<file path="config.mk">
export PLATFORM = sky130hd
export DESIGN_NAME = mi3_queue
export DESIGN_NICKNAME = d
export VERILOG_FILES = /design/src/rtl/mi3_pkg.sv /design/src/rtl/mi3_queue.sv
export SDC_FILE = /design/constraint.sdc
export NUM_CORES = 2
export LEC_CHECK = 0
export ABC_CLOCK_PERIOD_IN_PS = 21500
export BUFFER_PORTS_ARGS = -buffer_cell sky130_fd_sc_hd__buf_2
export CORE_AREA = 2 2 541 543
export CTS_CLUSTER_DIAMETER = 60
export DETAILED_ROUTE_END_ITERATION = 8
export DIE_AREA = 0 0 543 545
export SYNTH_ARGS = -nofsm -noshare
export SYNTH_HDL_FRONTEND = slang
export SYNTH_SLANG_ARGS = --single-unit
</file>
<file path="constraint.sdc">
create_clock -name clk -period 21.5 [get_ports clk]
set_input_delay 2.15 -clock clk [delete_from_list [all_inputs] [get_ports clk]]
set_output_delay 2.15 -clock clk [all_outputs]
set_load 0.05 [all_outputs]
</file>
<file path="src/rtl/mi3_pkg.sv">
package mi3_pkg;

	localparam int WORD_BITS     = 32;
	localparam int FRAC_BITS_DEF = 16;
	localparam int THR_BITS      = 31;
	localparam int ADJW          = 2 * WORD_BITS + 1;
	localparam int AABSW         = 2 * WORD_BITS;
	localparam int DETW          = 3 * WORD_BITS + 3;
	localparam int DABSW         = 3 * WORD_BITS + 2;
	localparam int Q_DEPTH       = 4;

	// cofactor entry i = m[A]*m[B] - m[C]*m[D]
	localparam int unsigned ADJ_A [9] = '{4, 2, 1, 5, 0, 2, 3, 1, 0};
	localparam int unsigned ADJ_B [9] = '{8, 7, 5, 6, 8, 3, 7, 6, 4};
	localparam int unsigned ADJ_C [9] = '{5, 1, 2, 3, 2, 0, 4, 0, 1};
	localparam int unsigned ADJ_D [9] = '{7, 8, 4, 8, 6, 5, 6, 7, 3};

	typedef struct packed {
		logic signed [WORD_BITS-1:0] in_r0c0;
		logic signed [WORD_BITS-1:0] in_r0c1;
		logic signed [WORD_BITS-1:0] in_r0c2;
		logic signed [WORD_BITS-1:0] in_r1c0;
		logic signed [WORD_BITS-1:0] in_r1c1;
		logic signed [WORD_BITS-1:0] in_r1c2;
		logic signed [WORD_BITS-1:0] in_r2c0;
		logic signed [WORD_BITS-1:0] in_r2c1;
		logic signed [WORD_BITS-1:0] in_r2c2;
	} matrix_t;

	typedef struct packed {
		logic signed [WORD_BITS-1:0] out_r0c0;
		logic signed [WORD_BITS-1:0] out_r0c1;
		logic signed [WORD_BITS-1:0] out_r0c2;
		logic signed [WORD_BITS-1:0] out_r1c0;
		logic signed [WORD_BITS-1:0] out_r1c1;
		logic signed [WORD_BITS-1:0] out_r1c2;
		logic signed [WORD_BITS-1:0] out_r2c0;
		logic signed [WORD_BITS-1:0] out_r2c1;
		logic signed [WORD_BITS-1:0] out_r2c2;
		logic                        singular_flag;
		logic                        saturated_flag;
	} result_t;

	typedef struct packed {
		logic                        singular;
		logic [8:0]                  neg;
		logic [DABSW-1:0]            dabs;
		logic [8:0][AABSW-1:0]       adj_abs;
	} entry_t;

endpackage

</file>
<file path="src/rtl/mi3_queue.sv">
module mi3_queue (
	input  logic                              clk,
	input  logic                              arst_n,
	input  logic                              push,
	input  mi3_pkg::entry_t                   push_data,
	input  logic                              pop,
	output mi3_pkg::entry_t                   pop_data,
	output logic [$clog2(mi3_pkg::Q_DEPTH+1)-1:0] count,
	output logic                              empty
);
	localparam int PTRW = $clog2(mi3_pkg::Q_DEPTH);
	localparam int CNTW = $clog2(mi3_pkg::Q_DEPTH + 1);

	mi3_pkg::entry_t  mem_q [mi3_pkg::Q_DEPTH];
	logic [PTRW-1:0]  wr_ptr_q, rd_ptr_q;
	logic [CNTW-1:0]  count_q;

	always_ff @(posedge clk or negedge arst_n) begin
		if (!arst_n) begin
			wr_ptr_q <= '0;
			rd_ptr_q <= '0;
			count_q  <= '0;
		end else begin
			if (push) wr_ptr_q <= wr_ptr_q + PTRW'(1);
			if (pop) rd_ptr_q <= rd_ptr_q + PTRW'(1);
			if (push && !pop) count_q <= count_q + CNTW'(1);
			else if (pop && !push) count_q <= count_q - CNTW'(1);
		end
	end

	always_ff @(posedge clk) begin
		if (push) mem_q[wr_ptr_q] <= push_data;
	end

	assign pop_data = mem_q[rd_ptr_q];
	assign count    = count_q;
	assign empty    = (count_q == '0);

endmodule

</file>
# [Word-level counts from Yosys, hierarchy flattened]
# Memory sizes are Yosys's and may differ from the RTL's.
# Index checks and enable logic that the tools add are counted.
[classes] reduce_logical=6 addsub=4 muxes=4
[op_table] operator="two-way mux 3 bit" n=2
[op_table] operator="adder 2 x 1 -> 2 bit, second input constant" n=2
[op_table] operator="adder 3 x 1 -> 3 bit, second input constant" n=1
[op_table] operator="zero test 3 bit" n=1
[op_table] operator="subtractor 3 x 1 -> 3 bit, second input constant" n=1
[op_table] operator="logical AND 1 bit" n=2
[op_table] operator="zero test 1 bit" n=2
[op_table] operator="two-way mux 1 bit" n=2
[op_table] operator="nonzero test 2 bit" n=1
[word_totals] elab_cells=18 reg_bits=7 ramBits=2736 memories=1
[memory_table] name="mem_q" depth=4 width=684 read_ports=1 rd_clocked_by_memory_dff=0 write_ports=1 line_no="mi3_queue.sv:14" source="mi3_pkg::entry_t mem_q [mi3_pkg::Q_DEPTH];"

# [Logic depth before layout (Yosys ltp)]
[logic_depth] word_depth=4 depth_mapped=7

# [Worst setup path before layout]
# OpenSTA, ideal clock, no wires.
[synth_timing] kind="input port to flip-flop" start="input port push" end="memory mem_q[0][0] (netlist bit), enable pin" setup_slack_ns=2.887 t_required_ns=20.362 path_stages=1 t_arrival_ns=17.475 path_buffers=0 path_cell_list="and2_1"
[synth_via] elab_chain_len=2
[synth_rtl] element="start: declaration" line_no="mi3_queue.sv:4" source="input logic push,"
[synth_rtl] element="two-way mux 1 bit" line_no="mi3_queue.sv:32" source="if (push) mem_q[wr_ptr_q] <= push_data;"
[synth_rtl] element="two-way mux 1 bit (implied by the code)" line_no="mi3_queue.sv:32"
[synth_rtl] element="end: declaration" line_no="mi3_queue.sv:14"
# No other way between the ends.

==> flow_summary.json <==
{
  "status": "complete, no violations",
  "dp.cells": 8795,
  "postSynthCellCount": 3605,
  "drc": 0,
  "row_count": 198,
  "worstPathRequired_ns": 19.35,
  "yosysWarningCount": 0,
  "grt_pass1_wl_mm": 358,
  "synth_most_common_cell": "edfxtp_1",
  "startpoint_type": "flop",
  "syn_area_um2": 99100,
  "postLayoutCellArea_um2": 120000,
  "final_layout_size_suffix_gt1_share_pct": 47.1,
  "synth_top_area_share_pct": 82.9,
  "relSlewSlack_pct": 23.4,
  "io_pins": 1376,
  "port_buffers": 1375,
  "ys_ff_latch": 2743,
  "peakVddDrop_v": 0.000119,
  "wire_per_inst_um": 27.3,
  "powerDensity_nw_per_um2": 165,
  "drt-total-wl_mm": 258,
  "cts.path.max_buffers": 4,
  "synth_cell_type_count": 19,
  "synthTopCellsByCount": "2736 x edfxtp_1, 684 x mux4_2, 81 x buf_2, 60 x buf_6, 8 x clkbuf_1",
  "fin_tns_setup_ns": 0,
  "dieArea_um2": 296000,
  "fin_nets": 5887,
  "cts_hold_buf": 0,
  "criticalPathCategory": "flop to output pin",
  "vias_per_cell": 4.88,
  "post_dp_cell_area_um2": 110000,
  "cts_tree": "done",
  "ys.flop_type": "edfxtp_1",
  "antenna_found_initial": 220,
  "hold_violations": 0,
  "hp-class": "flop to flop",
  "post_cts_buffers": 0,
  "clk_latency_ns": 0.87,
  "grt_pass1_vias": 47300,
  "fmax_mhz": 122,
  "power_mw": 19.8,
  "yosysTopAreaCell": "edfxtp_1",
  "fin_skew_ns": 0.0824,
  "maxCapViolations": 0,
  "setup_violations": 0,
  "finalMaxSlewViolations": 0,
  "htree_levels": 5,
  "synth_edf_count": 2736,
  "cts_sinks": 2743,
  "core_um2": 290000,
  "post-route-period-util_pct": 38.1,
  "netlist_top_cells_area": "edfxtp_1 83%, mux4_2 16%, buf_6 0.68%",
  "drt_first_pass_iters": 5,
  "cts-buffers-inserted": 296,
  "endpoint_kind": "output pin",
  "gp_congestion": 0.806,
  "start_util_pct": 34.2,
  "postCtsResizedCells": 0,
  "root_buffer": "clkbuf_16",
  "syn_avg_cell_area_um2": 27.5,
  "layoutNonFillerInstCount": 9438,
  "grt_max_degree": 139,
  "overflow": 0,
  "synth_nets": 4299,
  "dr.first_iter.drc_count": 3852,
  "worstPathMaxFanout": 95,
  "die_w_um": 543,
  "yosysSeqAreaShare_pct": 83.1,
  "rsz0062_at_grt": "false",
  "leakagePower_nw": 40.2,
  "clkTransAtPathRegs_ns": 0.06,
  "async_flop_share_pct": 0.255,
  "r2r_slack_ns": 15.99,
  "via_count": 46100,
  "die_y_um": 545,
  "syn2layout_area_growth_pct": 21.4,
  "antenna_left": 0,
  "fin_crit_ns": 8.20,
  "grt_usage_pct": 16.9,
  "dpl.hpwl_mm": 176,
  "crit_arrival_ns": 6.05,
  "tightest_slew_ns": 1.15
}
## per-stage QoR
step | hold slack (ns) | worst slack, ns | utilization (%)
6_report | 0.519 | 13.30 | 41.5
5_1_grt | 0.550 | 12.62 | 41.4
4_1_cts | 0.523 | 12.97 | 41.4
3_5_place_dp | 0.512 | 13.97 | 38.0
3_3_place_gp | 0.491 | 13.97 | 38.0
2_1_floorplan | 0.491 | 2.89 | -
## final cells by class
type | instances | area (µm²)
Fill cell | 25000 | 170000
Sequential cell | 2743 | 82300
Multi-Input combinational cell | 706 | 15600
Clock buffer | 344 | 7630
Timing Repair Buffer | 1442 | 7500
Tap cell | 3900 | 4880
Clock inverter | 193 | 2080
Antenna cell | 106 | 265
Inverter | 4 | 15.0
## registers in the layout (all words and copies together), names as in the netlist
name and cells:
count 3, mem_q 2736, rd_ptr_q 2, wr_ptr_q 2
## cell usage in the layout (no fill, tap or decap), types with 2 or more instances in the layout
cell / synthesis / final
mux4_2: 684 / 684
and2_4: 0 / 4
buf_4: 1 / 58
inv_16: 0 / 4
bufinv_16: 0 / 24
inv_6: 0 / 7
clkbuf_16: 0 / 298
xor2_1: 4 / 4
edfxtp_1: 2736 / 2736
ha_1: 5 / 5
buf_12: 0 / 9
diode_2: 0 / 106
clkinvlp_4: 0 / 14
buf_2: 81 / 1375
inv_8: 0 / 6
clkinv_16: 0 / 14
dfrtp_1: 7 / 5
clkinv_4: 0 / 2
clkinv_2: 0 / 51
clkinv_1: 0 / 64
dfrtp_4: 0 / 2
nand2_1: 2 / 2
clkinv_8: 0 / 7
xnor2_1: 2 / 2
clkbuf_1: 8 / 46
inv_1: 4 / 4
## where the power goes
| part | internal, mW | switching (mW) | total [mW] |
|---|---|---|---|
| sequential | 6.99 | 0.226 | 7.22 |
| clock | 2.88 | 2.12 | 5.00 |
| combinational | 2.01 | 5.60 | 7.61 |
## layer usage
metal	vias to the layer above	global-route usage, %	wire, µm
met5	-	0	969
met4	146	5.78	9020
met3	615	8.19	32200
met2	1892	26.5	121000
met1	24300	20.3	94900
li1	19200	-	-
## path summary, 6_finish.rpt
path                                    startpoint                      end  cells past startpoint
max                        rd_ptr_q[0]$_DFFE_PN0P_            pop_data[196]                      6
min                           count[2]$_DFFE_PN0P_     count[2]$_DFFE_PN0P_                      1
max reg2reg                wr_ptr_q[0]$_DFFE_PN0P_  mem_q[0][491]$_DFFE_PP_                      8
min reg2reg                   count[2]$_DFFE_PN0P_     count[2]$_DFFE_PN0P_                      1
max in group asynchronous                   arst_n  rd_ptr_q[0]$_DFFE_PN0P_                      1
min in group asynchronous                   arst_n     count[1]$_DFFE_PN0P_                      1
## critical path, stage by stage, from the launching register on
cell     delay (ns)
dfrtp_4        1.01
buf_4          0.82
buf_12         0.59
buf_12         0.63
buf_4          0.82
mux4_2         0.62
buf_2          0.23
## cells by family after synthesis
| logic type | count (synthesis) | synth area share, % |
|---|---|---|
| flops | 2743 | 83.1 |
| mux | 685 | 15.6 |
| buf+inv | 156 | 1.15 |
| simple gates | 8 | 0.0417 |
| xor+xnor | 6 | 0.0530 |
| fa+ha+maj | 6 | 0.0834 |
| compound gates | 1 | 0.00505 |
Note: power is estimated with default switching activity, not from simulation.
