`src/rtl/mi3_pkg.sv`:
```
package mi3_pkg;

	localparam int WORD_BITS     = 32;
	localparam int FRAC_BITS_DEF = 16;
	localparam int THR_BITS      = 31;
	localparam int ADJW          = 2 * WORD_BITS + 1;
	localparam int AABSW         = 2 * WORD_BITS;
	localparam int DETW          = 3 * WORD_BITS + 3;
	localparam int DABSW         = 3 * WORD_BITS + 2;
	localparam int Q_DEPTH       = 4;

	// cofactor entry i = m[A]*m[B] - m[C]*m[D]
	localparam int unsigned ADJ_A [9] = '{4, 2, 1, 5, 0, 2, 3, 1, 0};
	localparam int unsigned ADJ_B [9] = '{8, 7, 5, 6, 8, 3, 7, 6, 4};
	localparam int unsigned ADJ_C [9] = '{5, 1, 2, 3, 2, 0, 4, 0, 1};
	localparam int unsigned ADJ_D [9] = '{7, 8, 4, 8, 6, 5, 6, 7, 3};

	typedef struct packed {
		logic signed [WORD_BITS-1:0] in_r0c0;
		logic signed [WORD_BITS-1:0] in_r0c1;
		logic signed [WORD_BITS-1:0] in_r0c2;
		logic signed [WORD_BITS-1:0] in_r1c0;
		logic signed [WORD_BITS-1:0] in_r1c1;
		logic signed [WORD_BITS-1:0] in_r1c2;
		logic signed [WORD_BITS-1:0] in_r2c0;
		logic signed [WORD_BITS-1:0] in_r2c1;
		logic signed [WORD_BITS-1:0] in_r2c2;
	} matrix_t;

	typedef struct packed {
		logic signed [WORD_BITS-1:0] out_r0c0;
		logic signed [WORD_BITS-1:0] out_r0c1;
		logic signed [WORD_BITS-1:0] out_r0c2;
		logic signed [WORD_BITS-1:0] out_r1c0;
		logic signed [WORD_BITS-1:0] out_r1c1;
		logic signed [WORD_BITS-1:0] out_r1c2;
		logic signed [WORD_BITS-1:0] out_r2c0;
		logic signed [WORD_BITS-1:0] out_r2c1;
		logic signed [WORD_BITS-1:0] out_r2c2;
		logic                        singular_flag;
		logic                        saturated_flag;
	} result_t;

	typedef struct packed {
		logic                        singular;
		logic [8:0]                  neg;
		logic [DABSW-1:0]            dabs;
		logic [8:0][AABSW-1:0]       adj_abs;
	} entry_t;

endpackage

```
`src/rtl/mi3_back.sv`:
```
module mi3_back #(
	parameter int FRAC_BITS = mi3_pkg::FRAC_BITS_DEF
) (
	input  logic            clk,
	input  logic            arst_n,
	input  logic            empty,
	input  mi3_pkg::entry_t entry,
	output logic            pop,
	output logic            done,
	output mi3_pkg::result_t result
);
	localparam int W     = mi3_pkg::WORD_BITS;
	localparam int RW    = 2 * W + 2 * FRAC_BITS;
	localparam int DSW   = mi3_pkg::DABSW + W;
	localparam int SCW   = $clog2(W + 1);

	typedef enum logic [2:0] {
		S_IDLE = 3'b001,
		S_DIV  = 3'b010,
		S_FIN  = 3'b100
	} state_t;

	state_t           state_q;
	logic [SCW-1:0]   step_q;
	logic             done_q;
	logic [RW-1:0]    rem_q [9];
	logic [W:0]       quo_q [9];
	logic [DSW-1:0]   dsh_q;
	logic [8:0]       neg_q;
	logic [W-1:0]     res_q [9];
	logic             sing_q, sat_q;
	logic [8:0]       ge;
	logic [RW-1:0]    rem_nx [9];
	logic [8:0]       ovf;
	logic [W-1:0]     fin [9];
	logic [W-1:0]     one_w;

	assign one_w = W'(1) << FRAC_BITS;
	assign pop   = (state_q == S_IDLE) && !empty;

	always_comb begin
		for (int i = 0; i < 9; i++) begin
			ge[i]     = DSW'(rem_q[i]) >= dsh_q;
			rem_nx[i] = RW'(DSW'(rem_q[i]) - dsh_q);
			ovf[i]    = quo_q[i][W] || (quo_q[i][W-1] && (!neg_q[i] || (|quo_q[i][W-2:0])));
			if (ovf[i]) fin[i] = neg_q[i] ? {1'b1, {(W-1){1'b0}}} : {1'b0, {(W-1){1'b1}}};
			else fin[i] = neg_q[i] ? W'(0) - quo_q[i][W-1:0] : quo_q[i][W-1:0];
		end
	end

	always_ff @(posedge clk or negedge arst_n) begin
		if (!arst_n) begin
			state_q <= S_IDLE;
			step_q  <= '0;
			done_q  <= 1'b0;
		end else begin
			done_q <= 1'b0;
			case (state_q)
				S_IDLE: begin
					if (!empty) begin
						if (entry.singular) begin
							done_q <= 1'b1;
						end else begin
							state_q <= S_DIV;
							step_q  <= SCW'(W);
						end
					end
				end
				S_DIV: begin
					if (step_q == '0) state_q <= S_FIN;
					else step_q <= step_q - SCW'(1);
				end
				S_FIN: begin
					done_q  <= 1'b1;
					state_q <= S_IDLE;
				end
				default: state_q <= S_IDLE;
			endcase
		end
	end

	always_ff @(posedge clk) begin
		case (state_q)
			S_IDLE: begin
				if (!empty) begin
					dsh_q <= DSW'(entry.dabs) << W;
					neg_q <= entry.neg;
					for (int i = 0; i < 9; i++) begin
						rem_q[i] <= RW'(entry.adj_abs[i]) << (2 * FRAC_BITS);
						quo_q[i] <= '0;
					end
					if (entry.singular) begin
						for (int i = 0; i < 9; i++) res_q[i] <= (i % 4 == 0) ? one_w : '0;
						sing_q <= 1'b1;
						sat_q  <= 1'b0;
					end
				end
			end
			S_DIV: begin
				dsh_q <= dsh_q >> 1;
				for (int i = 0; i < 9; i++) begin
					quo_q[i] <= {quo_q[i][W-1:0], ge[i]};
					if (ge[i]) rem_q[i] <= rem_nx[i];
				end
			end
			S_FIN: begin
				for (int i = 0; i < 9; i++) res_q[i] <= fin[i];
				sing_q <= 1'b0;
				sat_q  <= |ovf;
			end
			default: ;
		endcase
	end

	assign done                  = done_q;
	assign result.out_r0c0       = res_q[0];
	assign result.out_r0c1       = res_q[1];
	assign result.out_r0c2       = res_q[2];
	assign result.out_r1c0       = res_q[3];
	assign result.out_r1c1       = res_q[4];
	assign result.out_r1c2       = res_q[5];
	assign result.out_r2c0       = res_q[6];
	assign result.out_r2c1       = res_q[7];
	assign result.out_r2c2       = res_q[8];
	assign result.singular_flag  = sing_q;
	assign result.saturated_flag = sat_q;

endmodule

```
`config.mk`:
```
export PLATFORM = sky130hd
export DESIGN_NAME = mi3_back
export DESIGN_NICKNAME = d
export VERILOG_FILES = /design/src/rtl/mi3_pkg.sv /design/src/rtl/mi3_back.sv
export SDC_FILE = /design/constraint.sdc
export NUM_CORES = 2
export LEC_CHECK = 0
export BUFFER_PORTS_ARGS = -buffer_cell sky130_fd_sc_hd__buf_2
export CAP_MARGIN = 20
export CORE_ASPECT_RATIO = 0.9
export CORE_MARGIN = 2
export CORE_UTILIZATION = 54
export CTS_CLUSTER_DIAMETER = 30
export CTS_CLUSTER_SIZE = 12
export DETAILED_ROUTE_END_ITERATION = 16
export PLACE_DENSITY = 0.79
export SETUP_SLACK_MARGIN = 0.5
export SLEW_MARGIN = 30
export SYNTH_ARGS = -nofsm -noshare
export SYNTH_HDL_FRONTEND = slang
export SYNTH_SLANG_ARGS = --single-unit
export TNS_END_PERCENT = 100
```
`constraint.sdc`:
```
create_clock -name clk -period 19.4 [get_ports clk]
set_input_delay 2.91 -clock clk [delete_from_list [all_inputs] [get_ports clk]]
set_output_delay 2.91 -clock clk [all_outputs]
set_load 0.005 [all_outputs]
```
* Word level (Yosys, flattened, before mapping)
Memory sizes are Yosys's and may differ from the RTL's. Index checks and enable logic that the tools add are counted.
Storage, ports and cells: output and inout port bits 292, bits in writable memories 1449, word-level logic and storage cells 239, memories kept 3, flip-flop bits (word level) 151, input bits 687
Memory list:
- rem_q | depth 9, width 96, rd ports 9, clocked after Yosys merged registers in 0, wr ports 9, line mi3_back.sv:26 | logic [RW-1:0] rem_q [9];
- quo_q | depth 9, width 33, rd ports 9, clocked after Yosys merged registers in 0, wr ports 9, line mi3_back.sv:27 | logic [W:0] quo_q [9];
- res_q | depth 9, width 32, rd ports 9, clocked after Yosys merged registers in 0, wr ports 9, line mi3_back.sv:30 | logic [W-1:0] res_q [9];
Cells by class: reduce and logical (&&, ||, !) cells 56, bitwise gates (word level) 28, equality and inequality tests 8, add/subtract/negate cells 19, multiplexer cells 109, $lt $le $gt $ge 9
Operators by type and width (count):
- $ge A96 B130 Y1 | 9
- $mux W32 | 36
- $mux W96 | 9
- $sub A96 B96 Y96 | 9
- $mux W33 | 9
- $sub A1 B32 Y32 const A | 9
- $reduce_or A31 Y1 | 9
- $pmux W130 S2 | 1
- $mux W130 | 1
- $mux W1 | 42
- $or A1 B1 Y1 | 27
- $logic_or A1 B1 Y1 | 18
- $mux W6 | 3
- $pmux W6 S2 | 1
- $logic_and A1 B1 Y1 | 10
- $logic_not A1 Y1 | 10
- $ne A2 B2 Y1 const B | 5
- $mux W3 | 3
- $reduce_or A9 Y1 | 1
- $logic_not A6 Y1 | 1
- $pmux W1 S2 | 3
- $pmux W3 S2 | 1
- $reduce_and A3 Y1 | 2
- $sub A6 B1 Y6 const B | 1
- 7 further kinds | 9

* Logic depth before layout (Yosys ltp)
An unclocked memory read counts as a cell.
word-level depth 7, gate-level depth with buffers 21, depth with buffers taken out 16

* Worst setup path after synthesis
Ideal clock, no wire load.
kind input -> register, from input port empty, to memory res_q[0][0] in the netlist's numbering, enable pin, setup time 662 ps, setup slack 8547 ps, cell stages on the path 5, data arrival time 10191 ps, data required time 18738 ps, buffers on the path 1, cell sequence or4b_2 > clkbuf_1 > inv_1 > nand2_1 > nand2_1
RTL lines:
- from (decl) | line mi3_back.sv:6 | input logic empty,
- to (decl) | line mi3_back.sv:30

==> results.py <==
metrics = {
    "global_route": {
        "grtUsageTotal": 0.3995,
        "antenna_found_initial": 134,
        "number_of_global_route_vias_before_repair": 108107,
        "grt_pass1_wl_um": 695000,
        "grt_max_degree": 174,
        "grt_remaining_overflow": 0,
    },
    "sta": {
        "setup_repair_after_global_routing_missed_its_margin": "false",
        "fmaxAchievable_ghz": 0.1137,
        "finalCriticalPeriod_ns": 8.798,
        "layout_worst_path_cycle_share": 0.4535,
        "finalSetupViolations": 0,
        "whs_ns": 0.5197,
        "fin_tns_setup_ns": 0,
        "max_slew_margin": 0.2645,
        "tightest_pin_transition_ns": 1.096,
        "final_max_slew_viol_count": 0,
        "final_critical_path_setup_slack_ns": 10.60,
        "final.setup_skew_ns": 0.1214,
        "hold_viol": 0,
    },
    "worst_setup_path": {
        "worst-endpoint-required_ns": 20.03,
        "critical-path-top-cell-by-count": "o21ai_0",
        "cp_slowest_cell": "clkinv_1",
        "critical_path.startpoint_type": "flop",
        "critPathKind": "reg -> reg",
        "cpPeakStageDelay_ns": 0.84,
        "timing.critical_path.buf_inv": 4,
        "critical_path.reg2reg.endpoint": "rem_q[0][457]$_DFFE_PP_",
        "rr_worst_depth": 17,
        "regToRegSetupSlack_ns": 10.60,
        "crit_chain": "clkinv_1 > ha_1 > a21oi_1 > o21ai_0 > a311oi_1 > nor3_1 > a31oi_1 > o22ai_1 > a2111oi_2 > a21oi_1 > a22oi_1 > o21ai_0 > nor4_4 > buf_6 > buf_6 > buf_4 > o21ai_0",
        "arrival_ns": 9.43,
        "worst_setup_path_end_kind": "flop",
        "r2r-start": "dsh_q[51]$_DFFE_PP_",
        "crit_family": "compound AO/OA/AOI/OAI gates",
        "worstPathMaxFanout": 113,
    },
    "detailed_routing": {
        "route.detailed.vias_per_inst": 6.507,
        "postRouteWirelength_um": 482700,
        "per_cell_routed_wire_length_um": 26.70,
        "remaining_drcs": 0,
        "final_antenna_net_count": 0,
        "vias": 117646,
        "drt-initial-drc-count": 15275,
        "firstDrtPassIters": 8,
    },
    "clocking": {
        "ctsHtreeMaxLevel": 5,
        "clk_path_buf_depth": 4,
        "cts_tree": "yes",
        "worstSkewPairLatency_ns": 1.00,
        "tritoncts.num_buffers": 378,
        "clock_sink_count": 1600,
        "cts_root_buffer": "clkbuf_16",
        "cts-resized-gates": 0,
        "cts.reportedPaths.clkPinSlew_ns": 0.05,
        "cts_hold_buf": 0,
        "post_cts_setup_bufs": 0,
    },
    "logic_synthesis": {
        "yosys_most_used_dff": "edfxtp_1",
        "syn_nets": 15474,
        "yosys.cell_types.count": 102,
        "seq_area_frac_synth": 0.3911,
        "largest_family_of_logic_cells_by_synthesized_area": "compound AO/OA/AOI/OAI gates",
        "ys_seq_elements": 1600,
        "synth_simple_gate_area_share": 0.1891,
        "gate_count_of_the_mapped_netlist": 13903,
        "number_of_enable_type_register_cells_in_the_synthesized_netlist": 1590,
        "synth-warning-count": 0,
        "yosys-mux-area-fraction": 0.009165,
        "synth_compound_area_frac": 0.2238,
        "async_flop_share": 0.006250,
        "synthXorXnorAreaFrac": 0.05937,
        "synthAdderAreaFrac": 0.09067,
        "syn-mean-instance-area_um2": 8.828,
        "netlist_area_um2": 122700,
    },
    "power_and_ir_drop": {
        "power_share_of_the_clock_group": 0.414,
        "net_switching_share_of_the_total_power": 0.3439,
        "internal-power_mw": 9.831,
        "power_leakage_nw": 58.91,
        "pwr_density_cell_nw_per_um2": 105.2,
        "finalPower_mw": 14.98,
        "power.share.sequential": 0.290,
        "share_of_total_power_in_combinational_logic": 0.296,
        "net-switching-power_mw": 5.153,
        "vdd.ir_drop.worst_mv": 0.09648,
    },
    "hold_path": {
        "hold-path-cell-count": 2,
        "worstHoldStart": "dsh_q[101]$_DFFE_PP_",
        "whs_endpoint": "dsh_q[100]$_DFFE_PP_",
        "holdCritPathClass": "reg -> reg",
    },
    "outcome": {
        "run_status": "complete, no violations",
    },
    "die": {
        "core_um2": 226600,
        "die_area_um2": 231100,
        "floorplan.io_pins": 979,
        "chipHeight_um": 456.3,
        "die_width_um": 506.5,
        "effective_utilization_at_floorplan": 0.5416,
        "placementRows": 166,
    },
    "final_layout": {
        "layout.cells.most_common_list": "1,590 x edfxtp_1, 1,506 x nand2_1, 1,397 x nor2_1",
        "layout_commonest_cell": "edfxtp_1",
        "filler_cell_count": 18981,
        "signed_area_change_from_the_synthesized_netlist_to_the_final_layout_pct": 16.09,
        "layout-drive-gt1-share": 0.1267,
        "finalNetCount": 16238,
    },
    "placed_design": {
        "detailedPlace.worstSlack_ns": 10.58,
        "finalWeightedCongestion": 1.048,
        "dpl.hpwl_um": 361400,
        "count_of_buffers_from_port_buffering": 978,
    },
    "job": {
        "drv_cap": 0,
    },
}
==> flip-flops by register name (all words and copies together), names as in the netlist <==
register / flops
quo_q: 297
dsh_q: 130
done: 1
rem_q: 864
res_q: 288
step_q: 6
sing_q: 1
sat_q: 1
state_q: 3
neg_q: 9
==> worst max-delay path by stage <==
stage          cells past startpoint                         to                    start  slack (ns)
3_5_place_dp                      16    rem_q[0][225]$_DFFE_PP_  dsh_q[17]$_SDFFCE_PN0P_       10.58
3_3_place_gp                      17    rem_q[0][472]$_DFFE_PP_  dsh_q[17]$_SDFFCE_PN0P_       10.84
5_1_grt                           17    rem_q[0][228]$_DFFE_PP_      dsh_q[51]$_DFFE_PP_       10.32
6_report                          17    rem_q[0][457]$_DFFE_PP_      dsh_q[51]$_DFFE_PP_       10.60
4_1_cts                           16    rem_q[0][225]$_DFFE_PP_  dsh_q[17]$_SDFFCE_PN0P_       10.51
2_1_floorplan                      5  res_q[0][0]$_SDFFCE_PP0P_                    empty        8.55
==> area by class of cell <==
class,instances,area [um2],area share
Tap cell,3024,3784,0.02655
Inverter,402,1518,0.01065
Sequential cell,1600,48000,0.3369
Multi-Input combinational cell,11139,70410,0.4942
Clock inverter,244,2597,0.01823
Clock buffer,426,9659,0.06779
Timing Repair Buffer,1146,6269,0.04399
Antenna cell,100,250.2,0.001756
==> worst reg2reg max path, delay by kind of cell, from the launching register on <==
family | cells | cell delay [ns]
AO/OA/AOI/OAI | 10 | 3.42
adder cells (fa/ha/maj) | 1 | 0.78
buffers and inverters | 4 | 3.07
flip-flops | 1 | 0.32
AND/OR/NAND/NOR | 2 | 0.86
==> layer usage <==
layer	up-vias	part of all wire	GRT usage	wire length (um)
li1	53117	-	-	-
met4	40	0.095	0.3244	45700
met2	7293	0.43	0.5886	205300
met1	55521	0.37	0.5061	178700
met3	1675	0.11	0.08480	52690
met5	-	0.00049	0	238
==> power groups by stage <==
stage	registers, mW	logic (mW)	clock network (mW)
3_3_place_gp	4.38	4.24	0
4_1_cts	4.33	4.30	6.20
3_5_place_dp	4.38	4.25	0
6_report	4.34	4.44	6.21
2_1_floorplan	4.39	2.99	0
5_1_grt	4.36	4.76	6.38
==> through the flow <==
stage,area [um2],cells,utilization
detailed placement,129900,17309,0.5732
finish,142500,18081,0.6288
global route,142400,18053,0.6285
floorplan,122700,13903,-
CTS,142100,17979,0.6273
global placement,129800,17309,0.5730
==> cell usage after synthesis, types with 22 or more instances <==
cell type | n | area [um2]
a2111oi_0 | 25 | 219.0
a211o_1 | 22 | 192.7
a211oi_1 | 100 | 750.7
a21boi_0 | 59 | 442.9
a21o_1 | 564 | 4234
a21oi_1 | 1267 | 6341
a221oi_1 | 33 | 289.0
a31oi_1 | 155 | 969.7
a41oi_1 | 26 | 227.7
and2_1 | 321 | 2008
and3_1 | 93 | 581.8
and4_1 | 36 | 315.3
buf_2 | 86 | 430.4
clkbuf_1 | 650 | 2440
edfxtp_1 | 1590 | 47750
ha_1 | 875 | 10950
inv_1 | 398 | 1494
mux2_2 | 35 | 394.1
mux2i_1 | 73 | 730.7
nand2_1 | 1513 | 5679
nand2b_1 | 139 | 869.6
nand3_1 | 198 | 991.0
nand4_1 | 317 | 1983
nor2_1 | 1397 | 5244
nor2b_1 | 148 | 925.9
nor3_1 | 292 | 1461
nor3b_1 | 78 | 585.6
nor4_1 | 102 | 638.1
o211ai_1 | 67 | 503.0
o21a_1 | 99 | 743.2
o21ai_0 | 1255 | 6281
o21ai_1 | 23 | 115.1
o21bai_1 | 202 | 1516
o22a_1 | 215 | 1883
o31a_1 | 25 | 219.0
o31ai_1 | 64 | 480.5
or2_2 | 30 | 187.7
or3_1 | 89 | 556.8
or4_1 | 42 | 315.3
xnor2_1 | 496 | 4344
xor2_1 | 336 | 2943
==> logic make-up (layout without fill, tap and decap cells) <==
group	Yosys count	after routing
AO/OA/AOI/OAI	4428	4428
XOR/XNOR	832	832
adder cells (fa/ha/maj)	884	884
buffers and inverters	1164	2218
flip-flops	1600	1600
multiplexers	108	108
other	0	100
AND/OR/NAND/NOR	4887	4887
Power figures use the tool's default switching activity.
